File: src/design/mmn_pkg.sv
// Package for the min-max normaliser: beat payload types, controller command and
// status structs, controller state encoding and fixed field widths.
// No dependencies.
package mmn_pkg;

	localparam int VALUE_W       = 32;
	localparam int FRACTION_BITS = 16;
	localparam int FRAC_W        = FRACTION_BITS + 1;
	localparam int ELEM_INDEX_W  = 10;
	localparam int CFG_W         = 5;

	// shared serial divider: quotient/dividend shift register and step counter
	localparam int DIV_W      = (FRACTION_BITS > ELEM_INDEX_W) ? FRACTION_BITS : ELEM_INDEX_W;
	localparam int DIV_STEP_W = $clog2(DIV_W + 1);

	localparam int DEF_MAX_ATTRIBUTES = 16;
	localparam int DEF_MAX_ELEMENTS   = 1024;

	localparam logic [CFG_W-1:0]   NUM_ATTR_RESET = CFG_W'(1);
	localparam logic [FRAC_W-1:0]  FRAC_HALF      = FRAC_W'(1) << (FRACTION_BITS - 1);
	localparam logic [FRAC_W-1:0]  FRAC_ONE       = FRAC_W'(1) << FRACTION_BITS;
	localparam logic signed [VALUE_W-1:0] VALUE_MAX = {1'b0, {(VALUE_W-1){1'b1}}};
	localparam logic signed [VALUE_W-1:0] VALUE_MIN = {1'b1, {(VALUE_W-1){1'b0}}};

	localparam logic REQ_LOAD = 1'b0;
	localparam logic REQ_READ = 1'b1;

	typedef struct packed {
		logic                      req_type;
		logic                      first;
		logic signed [VALUE_W-1:0] value;
		logic                      present;
		logic [ELEM_INDEX_W-1:0]   elem_index;
	} in_item_t;

	typedef struct packed {
		logic [FRAC_W-1:0]         norm_fraction;
		logic signed [VALUE_W-1:0] raw_value;
		logic                      elem_present;
		logic                      passed_through;
		logic                      index_error;
	} out_item_t;

	typedef enum logic [2:0] {
		ST_IDLE,
		ST_LOAD,
		ST_FETCH,
		ST_COLUMN,
		ST_CLASSIFY,
		ST_DIVIDE,
		ST_DELIVER
	} state_t;

	typedef struct packed {
		logic capture;
		logic do_load;
		logic mem_read;
		logic set_error;
		logic div_mod_start;
		logic col_from_rem;
		logic classify;
		logic div_frac_start;
		logic load_out;
	} cmd_t;

	typedef struct packed {
		logic is_error;
		logic need_div;
		logic div_busy;
		logic div_last;
	} sts_t;

endpackage

File: src/design/mmn_ctrl.sv
// Controller of the min-max normaliser: sequences loads and reads, owns the
// input ready and the output valid. Depends on mmn_pkg.
module mmn_ctrl (
	input  logic             clk,
	input  logic             arst_n,
	input  logic             in_valid,
	input  logic             in_req_type,
	output logic             in_ready,
	output logic             out_valid,
	input  logic             out_ready,
	input  mmn_pkg::sts_t    sts,
	output mmn_pkg::cmd_t    cmd,
	output mmn_pkg::state_t  state
);
	import mmn_pkg::*;

	state_t state_q;
	state_t state_d;
	logic   out_valid_q;
	logic   out_free;

	assign out_free = !out_valid_q || out_ready;

	always_comb begin
		state_d = state_q;
		unique case (state_q)
			ST_IDLE: begin
				if (in_valid) begin
					state_d = (in_req_type == REQ_READ) ? ST_FETCH : ST_LOAD;
				end
			end
			ST_LOAD: begin
				state_d = ST_IDLE;
			end
			ST_FETCH: begin
				state_d = sts.is_error ? ST_DELIVER : ST_COLUMN;
			end
			ST_COLUMN: begin
				if (sts.div_last) begin
					state_d = ST_CLASSIFY;
				end
			end
			ST_CLASSIFY: begin
				state_d = sts.need_div ? ST_DIVIDE : ST_DELIVER;
			end
			ST_DIVIDE: begin
				if (sts.div_last) begin
					state_d = ST_DELIVER;
				end
			end
			ST_DELIVER: begin
				if (out_free) begin
					state_d = ST_IDLE;
				end
			end
			default: begin
				state_d = ST_IDLE;
			end
		endcase
	end

	always_comb begin
		cmd      = '0;
		in_ready = 1'b0;
		unique case (state_q)
			ST_IDLE: begin
				in_ready    = 1'b1;
				cmd.capture = in_valid;
			end
			ST_LOAD: begin
				cmd.do_load = 1'b1;
			end
			ST_FETCH: begin
				cmd.mem_read      = 1'b1;
				cmd.set_error     = 1'b1;
				cmd.div_mod_start = !sts.is_error;
			end
			ST_COLUMN: begin
				cmd.col_from_rem = 1'b1;
			end
			ST_CLASSIFY: begin
				cmd.col_from_rem   = 1'b1;
				cmd.classify       = 1'b1;
				cmd.div_frac_start = sts.need_div;
			end
			ST_DIVIDE: begin
				cmd.col_from_rem = 1'b1;
			end
			ST_DELIVER: begin
				cmd.load_out = out_free;
			end
			default: begin
				cmd = '0;
			end
		endcase
	end

	always_ff @(posedge clk or negedge arst_n) begin
		if (!arst_n) begin
			state_q     <= ST_IDLE;
			out_valid_q <= 1'b0;
		end else begin
			state_q <= state_d;
			if (cmd.load_out) begin
				out_valid_q <= 1'b1;
			end else if (out_ready) begin
				out_valid_q <= 1'b0;
			end
		end
	end

	assign out_valid = out_valid_q;
	assign state     = state_q;

endmodule

File: config.mk
export PLATFORM = sky130hd
export DESIGN_NAME = mmn_ctrl
export DESIGN_NICKNAME = d
export VERILOG_FILES = /design/src/design/mmn_pkg.sv /design/src/design/mmn_ctrl.sv
export SDC_FILE = /design/constraint.sdc
export NUM_CORES = 1
export LEC_CHECK = 0
export ABC_AREA = 1
export BUFFER_PORTS_ARGS = -buffer_cell sky130_fd_sc_hd__buf_2
export CAP_MARGIN = 20
export CORE_AREA = 2 2 39 41
export CTS_CLUSTER_SIZE = 16
export DETAILED_ROUTE_END_ITERATION = 12
export DIE_AREA = 0 0 41 43
export SLEW_MARGIN = 20
export SYNTH_ARGS = -nofsm -noshare
export SYNTH_HDL_FRONTEND = slang
export SYNTH_SLANG_ARGS = --single-unit
File: constraint.sdc
create_clock -name clk -period 1.4 [get_ports clk]
set_input_delay 0.07 -clock clk [delete_from_list [all_inputs] [get_ports clk]]
set_output_delay 0.07 -clock clk [all_outputs]
set_load 0.02 [all_outputs]
==> results of run 1 <==
[sequential cells by signal, summed over array words and instances, names as in the netlist]
register	flops
state	3
out_valid	1
[per-layer routing]
| layer | routed length [um] | global-route usage [%] |
|---|---|---|
| met5 | 0 | 0 |
| met3 | 46 | 4.71 |
| met2 | 447 | 16.9 |
| met4 | 0 | 6.00 |
| met1 | 402 | 14.9 |
[critical path: stages (launching register included)]
cell and delay (ps):
dfrtp_2 470, nor2_2 180, inv_2 60, nor2_2 100, buf_2 170
[logic make-up (layout without fill, tap and decap cells)]
family | after synthesis | after routing | share of synthesized area, %
AO/OA/AOI/OAI | 3 | 3 | 4.73
buffers and inverters | 14 | 39 | 17.2
AND/OR/NAND/NOR | 39 | 39 | 51.0
flip-flops | 4 | 4 | 27.0
[per-stage QoR]
step	worst slack, ps	cell area [um^2]
detailed placement	188	477
global placement	195	477
floorplan	64.8	370
global route	-10.5	531
finish	102	531
CTS	1.80	509
[final cells by class]
cell class              count  area, um^2  area share (%)
clock buffers               3        22.5            4.25
inverters                  12        45.0            8.49
multi-input cells          42         209            39.4
flip-flops and latches      4         104            19.6
well taps                  16        20.0            3.77
repair buffers             24         130            24.5
[Yosys cell counts, drive strengths merged]
library cell	n
nand2	19
inv	12
nor2	11
nand3	6
dfrtp	4
buf	2
o21ai	2
nand3b	1
nand4	1
nor3	1
o21a	1
[power groups by stage]
stage | clock network, W | registers [W] | logic (W)
final | 0.000141 | 0.000276 | 0.000821
after global placement | 0 | 0.000270 | 0.000771
after floorplan | 0 | 0.000282 | 0.000575
after global routing | 0.000153 | 0.000290 | 0.000923
after detailed placement | 0 | 0.000270 | 0.000780
after CTS | 0.000147 | 0.000268 | 0.000784
[worst max-delay path by stage]
stage / from / endpoint / slack, ps
2_1_floorplan: state[0] / state[2] / 60
3_3_place_gp: state[0] / state[2] / 200
3_5_place_dp: state[0] / state[2] / 190
4_1_cts: state[0] / cmd[1] / 2
5_1_grt: state[1] / cmd[8] / -10
6_report: state[0] / cmd[5] / 100
[repair_timing]
item | 4_1_cts | 5_1_grt
hold buffers | 1 | 0
gates resized for setup | 0 | 5
hold endpoints to repair | 4 | 0
setup endpoints to repair | 0 | 10
setup buffers | 0 | 2
==> impl_metrics.env, run 1 <==
export IMPL_drive_gt1_share_pct=49.4
export IMPL_powerDensity_nw_per_um2=2330
export IMPL_synth_area_leaders="dfrtp_1 (27%), nand2_1 (15%), inv_1 (10%), nand3_1 (8.1%), nand2_2 (6.8%)"
export IMPL_via_per_inst=4.34
export IMPL_cts_buffer_depth=2
export IMPL_reg2reg_slack_ps=280
export IMPL_grt_overflow=0
export IMPL_maxCapViolations=0
export IMPL_first_global_vias=354
export IMPL_totalWireLength_um=896
export IMPL_hold_slack_ps=22.6
export IMPL_r2r_start="state[0]"
export IMPL_p_sw_share_pct=55.1
export IMPL_clock_skew_ps=2.52
export IMPL_cp_start_kind="flop"
export IMPL_drt_pass1_iterations=4
export IMPL_reg2reg_to="state[2]"
export IMPL_fp_dieArea_um2=1760
export IMPL_grt_pass1_wl_mm=1.43
export IMPL_p_switching_w=0.000682
export IMPL_worstPathArrival_ps=1230
export IMPL_min_from="out_ready"
export IMPL_die_h_um=43
export IMPL_power_frac_seq_pct=22.3
export IMPL_antenna_found_initial=0
export IMPL_pin_count=23
export IMPL_r2r_cells=7
export IMPL_min_to="out_valid"
export IMPL_tightest_slew_ps=201
export IMPL_power_leakage_nw=0.340
export IMPL_p_total_w=0.00124
export IMPL_drc=0
export IMPL_port_buffers=21
export IMPL_ys_seq_elements=4
export IMPL_routed_via_count=438
export IMPL_path_max_fanout=8
export IMPL_clock_sinks=4
export IMPL_clkTransAtPathRegs_ps=40
export IMPL_crit_path_end_kind="output port"
export IMPL_grtUsageTotal_pct=11.9
export IMPL_worstHoldPathCells=2
export IMPL_intPower_w=0.000556
export IMPL_dp_hpwl_um=708
export IMPL_fin_crit_sh_pct=92.7
export IMPL_die_w_um=41
export IMPL_pwr_share_clk_pct=11.4
export IMPL_worstSetupPathType="flop to output port"
export IMPL_worstPathRequired_ps=1330
export IMPL_start_util_pct=26.8
export IMPL_hold_violations=0
export IMPL_worstHoldPathType="input pin to flop"
export IMPL_slew_violations=0
export IMPL_max_freq_mhz=770
export IMPL_wl_per_cell_um=8.87
export IMPL_yosys_area_top_type="dfrtp_1"
export IMPL_max_slew_margin_pct=86.6
export IMPL_report_final_setup_viol=0
export IMPL_ys_types=17
export IMPL_synth_nets=69
export IMPL_nets=96
export IMPL_cts_tree="done"
export IMPL_postRouteAntennaNets=0
export IMPL_yosysSeqAreaShare_pct=27.0
export IMPL_grt_max_degree=11
export IMPL_outcome="finished clean"
export IMPL_drtIter0Drc=7
export IMPL_num_antenna_cells=0
export IMPL_num_fill_cells=160
export IMPL_final_min_clock_period_ps=1300
export IMPL_synthCells=60
export IMPL_post_route_util_pct=38.3
export IMPL_netlist_area_um2=370
export IMPL_core_area_um2=1380
export IMPL_setup_tns_ps=0
export IMPL_clock_latency_ps=230
export IMPL_num_rows=14
export IMPL_h_tree_depth=1
export IMPL_layoutNonFillerInstCount=101
export IMPL_yosys_area_top_type_share_pct=27.0
export IMPL_routabilityCongestion=0.792
export IMPL_post_place_cells=95
export IMPL_vdd_drop_max_uv=722
export IMPL_syn2layout_area_growth_pct=43.2
export IMPL_mostFrequentLayoutCells="buf_2 (21), nand2_1 (15), inv_1 (9), nand3_1 (6)"
export IMPL_syn_area_per_cell_um2=6.17
export IMPL_cts_inserted_buffers=3
export IMPL_root_buffer="clkbuf_4"
export IMPL_yosys_warnings=0
export IMPL_p_comb_share_pct=66.3
export IMPL_final_common_cell="buf_2"
(Power assumes the default switching activity.)
==> inputs of run 2 (changes only) <==
CELL_PAD_IN_SITES_DETAIL_PLACEMENT = 1   (was not set)
CELL_PAD_IN_SITES_GLOBAL_PLACEMENT = 2   (was not set)
CORE_AREA = not set   (was 2 2 39 41)
CORE_MARGIN = 2   (was not set)
CORE_UTILIZATION = 18   (was not set)
DIE_AREA = not set   (was 0 0 41 43)
HOLD_SLACK_MARGIN = 0.12   (was not set)
PLACE_DENSITY_LB_ADDON = 0.1   (was not set)
==> run 2 against run 1 <==
Compared with the run above: largest cell class unchanged; clock-buffer cell count unchanged; setup slack worse by 26 ps; worst hold slack better by 120 ps; sequential power shrank 3%; critical path depth shrank 1; via count up 5.5%; critical endpoint is now cmd[8]; wire length up 25%; die area rose by 38%; flip-flop and latch count did not move; global-route usage down 1.7 points; register-to-register slack hardly changed; clock skew grew 1.9 ps.
==> impl_metrics.env, run 2 (same netlist as run 1, synthesis figures left out) <==
export IMPL_drc=0
export IMPL_clock_sinks=4
export IMPL_wl_per_cell_um=9.75
export IMPL_crit_path_end_kind="output port"
export IMPL_regArea_um2=103
export IMPL_totalWireLength_mm=1.12
export IMPL_power_leakage_nw=0.359
export IMPL_grt_overflow=0
export IMPL_root_buffer="clkbuf_4"
export IMPL_routabilityCongestion=0.689
export IMPL_p_sw_share_pct=54.7
export IMPL_max_slew_margin_pct=85.0
export IMPL_max_freq_mhz=755
export IMPL_p_switching_w=0.000721
export IMPL_path_cells="buf_4 > nor3_1 > buf_2"
export IMPL_clock_skew_ps=4.37
export IMPL_worstPathArrival_ps=1250
export IMPL_powerDensity_nw_per_um2=2280
export IMPL_first_global_vias=451
export IMPL_drive_gt1_share_pct=48.9
export IMPL_largest_reg_flops=3
export IMPL_p_comb_share_pct=68.9
export IMPL_p_total_w=0.00132
export IMPL_tightest_slew_ps=226
export IMPL_vdd_drop_max_uv=614
export IMPL_intPower_w=0.000596
export IMPL_port_buffers=21
export IMPL_routed_via_count=462
export IMPL_cp_start_kind="flop"
export IMPL_setup_tns_ps=0
export IMPL_num_fill_cells=269
export IMPL_cts_buffer_depth=2
export IMPL_power_frac_seq_pct=20.4
export IMPL_multiInputGateArea_um2=219
export IMPL_final_common_cell="buf_2"
export IMPL_rsz0062_at_grt="no"
export IMPL_worstPathRequired_ps=1330
export IMPL_dp_hpwl_um=913
export IMPL_critPathBufInv=2
export IMPL_grt_pass1_wl_mm=1.89
export IMPL_syn2layout_area_growth_pct=56.1
export IMPL_drt_pass1_iterations=2
export IMPL_die_h_um=49.4
export IMPL_postRouteAntennaNets=0
export IMPL_grtUsageTotal_pct=10.2
export IMPL_worstSetupPathType="flop to output port"
export IMPL_pin_count=23
export IMPL_h_tree_depth=1
export IMPL_clkTransAtPathRegs_ps=40
export IMPL_nets=99
export IMPL_cts_inserted_buffers=3
export IMPL_final_area_um2=578
export IMPL_final_min_clock_period_ps=1320
export IMPL_fin_crit_sh_pct=94.6
export IMPL_pwr_share_clk_pct=10.7
export IMPL_path_max_fanout=8
export IMPL_slew_violations=0
export IMPL_drtIter0Drc=2
export IMPL_grt_max_degree=11
export IMPL_hold_violations=0
export IMPL_worstHoldPathType="input pin to flop"
export IMPL_post_route_util_pct=29.8
export IMPL_clock_latency_ps=230
export IMPL_report_final_setup_viol=0
export IMPL_cp_slowest_cell="dfrtp_2"
export IMPL_mostFrequentLayoutCells="buf_2 (21), nand2_1 (15), inv_1 (9), nand3_1 (6), nor2_1 (5)"
export IMPL_placed_area_um2=498
export IMPL_cp_top_family="flip-flops"
export IMPL_die_w_um=49.4
export IMPL_num_rows=16
export IMPL_cts_tree="done"
export IMPL_slowest_delay_ps=480
export IMPL_outcome="finished clean"
export IMPL_via_per_inst=4.02
export IMPL_start_util_pct=19.1
export IMPL_antenna_found_initial=0
export IMPL_core_area_um2=1940
export IMPL_fp_dieArea_um2=2440
export IMPL_maxCapViolations=0
export IMPL_num_antenna_cells=0
## run 2: layout make-up
| type | count | share of cell area, % |
|---|---|---|
| multi-input cells | 42 | 37.9 |
| inverters | 12 | 7.79 |
| flip-flops and latches | 4 | 17.7 |
| repair buffers | 27 | 26.8 |
| well taps | 27 | 5.84 |
| clock buffers | 3 | 3.90 |
## run 2: power by group through the flow
stage | clock network (W) | logic, W | registers [W]
2_1_floorplan | 0 | 0.000575 | 0.000282
3_3_place_gp | 0 | 0.000840 | 0.000267
3_5_place_dp | 0 | 0.000839 | 0.000267
4_1_cts | 0.000151 | 0.000849 | 0.000275
5_1_grt | 0.000159 | 0.00101 | 0.000281
6_report | 0.000141 | 0.000908 | 0.000269
## run 2: layer usage
layer,GRT usage [%],up-vias,wire [um]
met5,0,-,0
met4,2.86,0,0
met3,4.29,0,60
met2,15.5,11,529
met1,13.0,211,531
li1,-,240,-
## run 2: worst paths after layout
kind                           start        end  slack (ps)  depth (start not counted)
min in group asynchronous     arst_n   state[1]         170                          2
max reg2reg                 state[0]   state[0]         270                          6
min                           sts[0]   state[2]         140                          3
min reg2reg                out_valid  out_valid         530                          2
max                         state[0]     cmd[8]          80                          3
max in group asynchronous     arst_n   state[2]        1090                          2
## run 2: repair_timing
item,CTS,global route
hold buffers,2,0
buffers inserted,0,3
gates cloned,0,0
setup endpoints to repair,6,5
resized for setup,3,3
endpoints found under the hold margin,5,0
## run 2: worst register-to-register path, delay by kind of cell, from the launching register on
| kind | cells | cell delay (ps) |
|---|---|---|
| buffers and inverters | 1 | 180 |
| DFF | 1 | 480 |
| and+or+nand+nor | 5 | 400 |
## run 2: metrics by stage
| step | std cells | setup slack (ps) | hold slack (ps) |
|---|---|---|---|
| 4_1_cts | 112 | 14.9 | 121 |
| 6_report | 115 | 75.8 | 140 |
| 5_1_grt | 115 | 7.95 | 157 |
| 3_5_place_dp | 107 | 115 | -120 |
| 3_3_place_gp | 107 | 110 | -122 |
| 2_1_floorplan | 60 | 64.8 | -226 |
